`config.mk`:
```
export PLATFORM = sky130hd
export DESIGN_NAME = v0im_sqrt_cell
export DESIGN_NICKNAME = d
export VERILOG_FILES = /design/src/hw/rtl/v0im_sqrt_cell.sv
export SDC_FILE = /design/constraint.sdc
export NUM_CORES = 1
export LEC_CHECK = 0
export BUFFER_PORTS_ARGS = -buffer_cell sky130_fd_sc_hd__buf_2
export CORE_AREA = 2 2 113 142
export DETAILED_ROUTE_END_ITERATION = 8
export DIE_AREA = 0 0 115 144
export HOLD_SLACK_MARGIN = 0.08
export PLACE_DENSITY = 0.77
export SLEW_MARGIN = 10
export SYNTH_ARGS = -nofsm -noshare
export SYNTH_HDL_FRONTEND = slang
export SYNTH_SLANG_ARGS = --single-unit
export TNS_END_PERCENT = 5
```
`constraint.sdc`:
```
create_clock -name i_clk -period 2.55 [get_ports i_clk]
set_clock_uncertainty 0.2 [all_clocks]
set_input_delay 0.255 -clock i_clk [delete_from_list [all_inputs] [get_ports i_clk]]
set_output_delay 0.255 -clock i_clk [all_outputs]
set_load 0.02 [all_outputs]
```
`src/hw/rtl/v0im_sqrt_cell.sv`:
```
// ----------------------------------------------------------------------------
// v0im_sqrt_cell
// One digit step of a pipelined integer square root with a passed-along payload.
// ----------------------------------------------------------------------------
module v0im_sqrt_cell #(
    parameter int W = 66,
    parameter int PW = 4
) (
    input  logic             i_clk,
    input  logic             i_en,
    input  logic [W-1:0]     i_rad,
    input  logic [W/2+1:0]   i_rem,
    input  logic [W/2-1:0]   i_root,
    input  logic [PW-1:0]    i_pay,
    output logic [W-1:0]     o_rad,
    output logic [W/2+1:0]   o_rem,
    output logic [W/2-1:0]   o_root,
    output logic [PW-1:0]    o_pay
);
    localparam int QW = W / 2;
    localparam int RW = QW + 2;

    logic [RW-1:0] rem_sh;
    logic [RW-1:0] trial;
    logic          ge;
    logic [W-1:0]  r_rad;
    logic [RW-1:0] r_rem;
    logic [QW-1:0] r_root;
    logic [PW-1:0] r_pay;
    logic [W-1:0]  n_rad;
    logic [RW-1:0] n_rem;
    logic [QW-1:0] n_root;

    always_comb begin
        rem_sh = {i_rem[RW-3:0], i_rad[W-1:W-2]};
        trial = {i_root, 2'b01};
        ge = (rem_sh >= trial);
        n_rem = ge ? (rem_sh - trial) : rem_sh;
        n_root = {i_root[QW-2:0], ge};
        n_rad = {i_rad[W-3:0], 2'b00};
    end

    always_ff @(posedge i_clk) begin
        if (i_en) begin
            r_rad <= n_rad;
            r_rem <= n_rem;
            r_root <= n_root;
            r_pay <= i_pay;
        end
    end

    assign o_rad = r_rad;
    assign o_rem = r_rem;
    assign o_root = r_root;
    assign o_pay = r_pay;

endmodule

```
==> out/metrics.sh, run 1 <==
P_LEAK_nW=5.012
WIRELENGTH_UM=23840
CRIT_PATH_CATEGORY='input port to register'
POST_SYNTH_AND_OR_NAND_NOR_AREA_FRACTION_PCT=9.323
SYNTH_SEQUENTIAL_AREA_RATIO_PCT=61.85
TOTAL_SWITCHING_POWER_mW=2.135
CLOCK_TREE.HTREE_LEVEL_COUNT=4
AREA_GROWTH_PCT=69.21
SYNTH_ENABLE_FLOP_CELLS=136
SYNTHARSTFLOPSHARE_PCT=0
CORE.ROWCOUNT=51
YOSYS_WARNING_COUNT=0
GRT_FIRST_PASS_WIRELENGTH_UM=34870
PERIOD_SHARE_PCT=98.38
FIN_TOTAL_PWR_mW=7.252
MAX-CAP-VIOLATIONS=0
VIA_COUNT_OF_THE_FIRST_GLOBAL_ROUTING_PASS=6762
FINAL-INSTANCE-COUNT-EXCL-FILL=1251
OUTCOME='complete, no violations'
FINAL_REPORT_HOLD_VIOLATION_COUNT=0
DR_TOTAL_VIAS=6438
SYNTHXORXNORAREAFRAC_PCT=3.582
CELL_INTERNAL_PWR_mW=5.117
GRTUSAGETOTAL_PCT=28.10
HOLD_PATH.CLASS='input port to register'
TRITONCTS='done'
DESIGN.FINAL.NETS=1227
GR-MAX-USAGE-LAYER='met2'
SYNTH-COMPOUND-AREA-SHARE_PCT=14.33
DESIGN.DIE.AREA_MM2=0.01656
CRITPATHMAXFANOUT=4
MET1_USAGE_PCT=29.47
DRC_ERRORS=0
YOSYS.CELL_TYPES.COUNT=57
CTS-ROOT-TO-SINK-BUFFERS=2
GRT_MAX_DEGREE=46
SETUP_REPAIR_AFTER_GLOBAL_ROUTING_MISSED_ITS_MARGIN='yes'
COMB_POWER_SHARE_PCT=25.5
CHIPHEIGHT_UM=144
CP_DATA_REQUIRED_TIME_NS=2.54
GRT_ANTENNA_BEFORE_REPAIR=1
CHIP_WIDTH_UM=115
GRTUSAGEMET3_PCT=8.885
DRT_ITER0_DRC=433
CRIT_CHAIN='buf_2, inv_1, ha_1, a21oi_1, and2_4, a21oi_1, a211o_1, a21oi_2, nor4b_2, nor4_4, buf_4, a21o_1'
CRIT_PATH_START_KIND='input port'
TIMING.CRITICAL_PATH.TO_TYPE='register'
WL_PER_CELL_UM=19.06
POWER.CLOCK.FRACTION_PCT=36.1
GLOBALPLACE.CONGESTION=0.9097
VIASPERCELL=5.146
FIRST_PASS_ITERS=7
MAX_FREQ_MHz=398.6
WHS_NS=0.08387
CELL_AREA_AFTER_SYNTHESIS_MM2=0.006603
TRITONCTS.NUM_BUFFERS=17
CRITICAL-PATH-SLOWEST-CELL='sky130_fd_sc_hd__nor4b_2'
TNS_NS=0
P_PER_AREA_mW_PER_MM2=649.1
TOTAL_GRT_OVERFLOW=0
SYNTH_MUX_AREA_SHARE_PCT=0.1706
SYNTHESIZED_AREA_FRACTION_OCCUPIED_BY_ADDER_CELLS_PCT=6.633
ROOT_BUFFER='sky130_fd_sc_hd__clkbuf_16'
SYNTH.FF_LATCH_COUNT=136
DRIVE_ABOVE_1_SHARE_PCT=43.00
IO_PINS=278
SYNTH.AVG_CELL_AREA_UM2=12.43
CP_COMMON_CELL='sky130_fd_sc_hd__a21oi_1'
POWER.SHARE.SWITCHING_PCT=29.44
CTS.CLK_SLEW.WORST_PATHS_NS=0.06
MAXSLEWVIOLCOUNT=0
NUMBER_OF_SINKS_HANDLED_BY_CLOCK_TREE_SYNTHESIS=136
WORSTPATHARRIVAL_NS=2.50
SYNTH_FLOP_CELL='sky130_fd_sc_hd__edfxtp_1'
DP.CELLS=1082
USE_MET2_PCT=50.28
INITIAL_UTILIZATION_PCT=43.11
CP_SLOWEST_STAGE_DELAY_NS=0.35
PLACEABLECOREAREA_MM2=0.01531
IO_BUFFERS=273
SYNTHCELLS=531
VDD.IR_DROP.WORST_V=0.0003729
TIMING.FINAL.SETUP_VIOLATIONS=0
POWER.SHARE.SEQUENTIAL_PCT=38.3
POST-ROUTE-MIN-PERIOD_NS=2.509
DRT.ANTENNA.VIOLATING_NETS=0
SYNTH_TOP_FAMILY_BY_AREA='compound AO/OA/AOI/OAI gates'
DP_HPWL_UM=15580
-- timing repair --
| item | in CTS | in global routing |
|---|---|---|
| hold endpoints to repair | 154 | 0 |
| setup endpoints to repair | 0 | 33 |
| setup buffers | 0 | 2 |
| gates resized for setup | 0 | 32 |
| hold buffers | 134 | 0 |
-- cells in the final DEF, fill, tap and decap left out, types with 4 or more instances in the layout --
cell and count:
sky130_fd_sc_hd__a21boi_0 4, sky130_fd_sc_hd__a21o_1 16, sky130_fd_sc_hd__a21oi_1 49, sky130_fd_sc_hd__a21oi_2 5, sky130_fd_sc_hd__and3_1 4, sky130_fd_sc_hd__buf_2 272, sky130_fd_sc_hd__buf_4 105, sky130_fd_sc_hd__clkbuf_16 17
sky130_fd_sc_hd__dlygate4sd3_1 134, sky130_fd_sc_hd__edfxtp_1 136, sky130_fd_sc_hd__ha_1 23, sky130_fd_sc_hd__ha_4 10, sky130_fd_sc_hd__inv_1 43, sky130_fd_sc_hd__inv_6 6, sky130_fd_sc_hd__nand2_1 36, sky130_fd_sc_hd__nand2b_1 4
sky130_fd_sc_hd__nand3_1 10, sky130_fd_sc_hd__nand4_1 9, sky130_fd_sc_hd__nor2_1 29, sky130_fd_sc_hd__nor3_1 8, sky130_fd_sc_hd__o211ai_1 4, sky130_fd_sc_hd__o21a_1 7, sky130_fd_sc_hd__o21ai_0 20, sky130_fd_sc_hd__o21ai_1 4
sky130_fd_sc_hd__o21bai_1 6, sky130_fd_sc_hd__xnor2_1 17, sky130_fd_sc_hd__xor2_1 10
-- layer usage --
| metal | part of all wire [%] | up-vias |
|---|---|---|
| met5 | 0 | - |
| met1 | 37 | 3045 |
| met3 | 8.2 | 69 |
| li1 | - | 3035 |
| met2 | 51 | 289 |
| met4 | 4.6 | 0 |
-- power groups by stage --
stage	registers [mW]	clock network, mW	logic (mW)
6_report	2.78	2.62	1.85
5_1_grt	2.80	2.74	1.98
4_1_cts	2.77	2.63	1.76
3_5_place_dp	2.81	0	1.58
3_3_place_gp	2.81	0	1.56
2_1_floorplan	3.10	0	0.567
-- kinds of logic after synthesis --
family	after synthesis
buffers and inverters	60
multiplexers	1
adder cells (fa/ha/maj)	35
flip-flops	136
AO/OA/AOI/OAI	146
XOR/XNOR	27
other	1
AND/OR/NAND/NOR	125
-- Yosys cell counts (5+ instances only) --
cell | n | area (um2)
sky130_fd_sc_hd__a21boi_0 | 5 | 37.54
sky130_fd_sc_hd__buf_2 | 7 | 35.03
sky130_fd_sc_hd__nand3_1 | 10 | 50.05
sky130_fd_sc_hd__nor3_1 | 9 | 45.04
sky130_fd_sc_hd__o21a_1 | 7 | 52.55
sky130_fd_sc_hd__edfxtp_1 | 136 | 4084
sky130_fd_sc_hd__nor2_1 | 33 | 123.9
sky130_fd_sc_hd__a21o_1 | 16 | 120.1
sky130_fd_sc_hd__o21bai_1 | 6 | 45.04
sky130_fd_sc_hd__nand4_1 | 9 | 56.30
sky130_fd_sc_hd__nand2_1 | 36 | 135.1
sky130_fd_sc_hd__ha_1 | 35 | 437.9
sky130_fd_sc_hd__xnor2_1 | 17 | 148.9
sky130_fd_sc_hd__xor2_1 | 10 | 87.58
sky130_fd_sc_hd__o21ai_0 | 23 | 115.1
sky130_fd_sc_hd__inv_1 | 44 | 165.2
sky130_fd_sc_hd__a21oi_1 | 54 | 270.3
-- critical path: cells and delay by family --
kind,cells,cell delay [ns]
buffers and inverters,3,0.29
AOI/OAI and AO/OA,5,1.00
and+or+nand+nor,3,0.63
adders and majority gates,1,0.34
-- per-stage QoR --
| step | instance area (um2) | util, % | worst slack, ns |
|---|---|---|---|
| 2_1_floorplan | 6704 | - | -0.01433 |
| 4_1_cts | 11010 | 71.89 | 0.04901 |
| 3_3_place_gp | 9051 | 59.10 | -0.3142 |
| 5_1_grt | 11170 | 72.93 | -0.07069 |
| 6_report | 11170 | 72.95 | 0.04144 |
| 3_5_place_dp | 9051 | 59.10 | -0.3662 |
-- layout make-up --
type,count,area [um2]
Multi-Input combinational cell,336,2484
Antenna cell,1,2.502
Timing Repair Buffer,517,3588
Tap cell,185,231.5
Inverter,44,165.2
Clock inverter,14,187.7
Fill cell,1022,4143
Sequential cell,136,4084
Clock buffer,18,429.2
-- registers in the layout (all words and copies together), names as in the netlist --
name / count
o_rem: 35
o_pay: 4
o_root: 33
o_rad: 64
-- final timing paths --
check,slack [ns],to,depth (start not counted),start
worst max-delay path,0.04,o_rem[32],12,i_root[3]
worst min-delay path,0.08,o_rem[1],4,i_rad[65]
Power figures use the tool's default switching activity.
==> run 2: changes to the inputs <==
BUFFER_PORTS_ARGS = -buffer_cell sky130_fd_sc_hd__clkbuf_2   (was -buffer_cell sky130_fd_sc_hd__buf_2)
CTS_BUF_LIST = sky130_fd_sc_hd__clkbuf_16   (was default)
RECOVER_POWER = 50   (was default)
==> run 2 against run 1 <==
The run now ends with negative setup slack left. Power fell by 4.3%. Clock power fell by 11%. Non-clock buffer count fell by 1. Combinational power barely moved. Sequential power barely moved. Cell count barely moved. Global-route usage fell by 0.70 points. Sequential share of layout area rose by 0.53 points. Sequential cell count did not move. Cell area fell by 1.4%. Hold slack got worse by 0.0028 ns.
==> out/metrics.sh, run 2 (synthesis results as in run 1) <==
OUTCOME='complete, but fails checks'
VIOLATIONS='negative setup slack'
AREA_GROWTH_PCT=66.80
GRTUSAGETOTAL_PCT=27.40  # -0.70 points
FINAL_DESIGN_AREA_NO_FILL_MM2=0.01101  # -1.4%
DRT_ITER0_DRC=454  # +4.8%
CRITPATHMAXFANOUT=16  # +12
POWER.SHARE.SWITCHING_PCT=30.79  # +1.3 points
TRITONCTS='done'
DRT.ANTENNA.VIOLATING_NETS=0  # unchanged
DESIGN.FINAL.NETS=1226  # -0.081%
PLACED_AREA_MM2=0.009066  # +0.17%
GRT_FIRST_PASS_WIRELENGTH_UM=34010  # -2.5%
POWER.CLOCK.FRACTION_PCT=33.6  # -2.5 points
ROOT_BUFFER='sky130_fd_sc_hd__clkbuf_16'
TOTAL_SWITCHING_POWER_mW=2.138  # +0.13%
HOLD_PATH.CLASS='input port to register'
CHIPHEIGHT_UM=144  # unchanged
WORSTPATHARRIVAL_NS=2.60  # +0.10 ns
IO_BUFFERS=273  # unchanged
DR_TOTAL_VIAS=6434  # -0.062%
POST-ROUTE-MIN-PERIOD_NS=2.561  # +0.05289 ns
MOSTFREQUENTLAYOUTCELLS='sky130_fd_sc_hd__clkbuf_2, sky130_fd_sc_hd__edfxtp_1, sky130_fd_sc_hd__dlygate4sd3_1, sky130_fd_sc_hd__buf_4, sky130_fd_sc_hd__a21oi_1'
CHIP_WIDTH_UM=115  # unchanged
PERIOD_SHARE_PCT=100.4  # +2.1 points
VIA_COUNT_OF_THE_FIRST_GLOBAL_ROUTING_PASS=6520  # -3.6%
WHS_NS=0.08103  # -0.002841 ns
P_PER_AREA_mW_PER_MM2=630.5  # -2.9%
SETUP_REPAIR_AFTER_GLOBAL_ROUTING_MISSED_ITS_MARGIN='yes'
CTS-ROOT-TO-SINK-BUFFERS=2  # unchanged
NUMBER_OF_SINKS_HANDLED_BY_CLOCK_TREE_SYNTHESIS=136  # unchanged
CP_SLOWEST_STAGE_DELAY_NS=0.33  # -0.02 ns
WORST-SLEW-PIN-TRANSITION_NS=1.231
CLOCK_TREE.HTREE_LEVEL_COUNT=4  # unchanged
P_LEAK_nW=4.957  # -1.1%
IO_PINS=278  # unchanged
FIN_TOTAL_PWR_mW=6.943  # -4.3%
MAX-CAP-VIOLATIONS=0  # unchanged
PRECTSSETUPSLACK_NS=-0.4700  # -0.1038 ns
MAX_FREQ_MHz=390.4  # -2.1%
WL_PER_CELL_UM=18.93  # -0.66%
DRC_ERRORS=0  # unchanged
HP-START='i_rem[23]'
DRIVE_ABOVE_1_SHARE_PCT=40.88  # -2.1 points
CRITICAL-PATH-SLOWEST-CELL='sky130_fd_sc_hd__ha_1'
DP_HPWL_UM=15700  # +0.72%
CRIT_PATH_CATEGORY='input port to register'
CP_COMMON_CELL='sky130_fd_sc_hd__buf_4'
TNS_NS=-0.01146  # -0.01146 ns
GLOBALPLACE.CONGESTION=1.005  # +10%
CRIT_CHAIN='clkbuf_2, inv_1, ha_1, buf_4, nand3_1, nor3_2, buf_4, nand2_1, o21ai_0, nor2_1, o31a_1, buf_4, inv_1, buf_4, nor2_1, a21oi_1'
GRT_ANTENNA_BEFORE_REPAIR=1  # unchanged
TIMING.FINAL.SETUP_VIOLATIONS=1  # +1
CTS.CLK_SLEW.WORST_PATHS_NS=0.06  # about the same
WIRELENGTH_UM=23660  # -0.74%
GRT_MAX_DEGREE=48  # +4.3%
INITIAL_UTILIZATION_PCT=43.11  # unchanged
CELL_INTERNAL_PWR_mW=4.806  # -6.1%
TRITONCTS.NUM_BUFFERS=17  # unchanged
CP_DATA_REQUIRED_TIME_NS=2.59  # +0.05 ns
CORE.ROWCOUNT=51  # unchanged
VDD.IR_DROP.WORST_V=0.0004299  # +15%
DESIGN.DIE.AREA_MM2=0.01656  # unchanged
TIMING.SLEW.HEADROOM_PCT=17.95
HOLD_DEPTH=4  # unchanged
LARGEST_REG_FLOPS=64  # unchanged
POWER.SHARE.SEQUENTIAL_PCT=40.1  # +1.8 points
TOTAL_GRT_OVERFLOW=0  # unchanged
COMB_POWER_SHARE_PCT=26.2  # +0.7 points
VIASPERCELL=5.147  # about the same
FIN_WS_NS=-0.01146  # -0.05289 ns
FINAL_REPORT_HOLD_VIOLATION_COUNT=0  # unchanged
MAXSLEWVIOLCOUNT=0  # unchanged
PLACEABLECOREAREA_MM2=0.01531  # unchanged
LAYOUT_COMMONEST_CELL='sky130_fd_sc_hd__clkbuf_2'
HOLD_END='o_rem[25]'
FIRST_PASS_ITERS=5  # -2
CRIT_PATH_START_KIND='input port'
TIMING.CRITICAL_PATH.TO_TYPE='register'
==> run 2: critical path: cells and delay by family <==
| kind | cells | cell delay [ns] |
|---|---|---|
| buf+inv | 7 | 1.01 |
| simple gates | 5 | 0.55 |
| compound gates | 3 | 0.43 |
| fa+ha+maj | 1 | 0.33 |
==> run 2: repair_timing <==
| item | in CTS | in global routing |
|---|---|---|
| hold buffers | 131 | 0 |
| hold endpoints to repair | 131 | 0 |
| gates resized for setup | 1 | 19 |
| buffers inserted | 0 | 2 |
| pin swaps | 0 | 8 |
| endpoints found under the setup margin | 2 | 25 |
==> run 2: how the worst max path moves through the flow <==
| stage | startpoint | endpoint | slack (ns) | depth (start not counted) |
|---|---|---|---|---|
| floorplan | i_root[3] | o_rem[34] | -0.01 | 10 |
| global placement | i_root[4] | o_rem[32] | -0.43 | 13 |
| detailed placement | i_root[4] | o_rem[32] | -0.47 | 13 |
| CTS | i_root[2] | o_rem[34] | -0.006 | 11 |
| global route | i_root[16] | o_rem[5] | -0.09 | 16 |
| finish | i_root[16] | o_rem[5] | -0.01 | 16 |
==> run 2: cell type report <==
cell class | instances | area (um2)
well taps | 185 | 231.5
diodes | 1 | 2.502
inverters | 44 | 165.2
repair buffers | 516 | 3501
clock buffers | 17 | 425.4
fillers | 1037 | 4302
flip-flops and latches | 136 | 4084
clock inverters | 15 | 133.9
multi-input cells | 336 | 2470
==> run 2: per-layer routing <==
layer  up-vias  track usage [%]  share of wire, %
met5         -                0                 0
met4         0            12.43               4.5
met2       299            48.92                51
met3        70            10.10               9.1
met1      3037            28.51                36
li1       3028                -                 -
==> run 2: power by group through the flow <==
stage	Clock (mW)	Combinational [mW]	Sequential (mW)
6_report	2.34	1.82	2.79
2_1_floorplan	0	0.567	3.10
3_5_place_dp	0	1.58	2.82
4_1_cts	2.34	1.76	2.78
5_1_grt	2.46	1.95	2.81
3_3_place_gp	0	1.56	2.82
==> run 2: stage by stage <==
stage / std cells / util [%]
2_1_floorplan: 532 / -
3_3_place_gp: 1084 / 59.20
3_5_place_dp: 1084 / 59.20
4_1_cts: 1247 / 71.45
5_1_grt: 1250 / 71.91
6_report: 1250 / 71.91
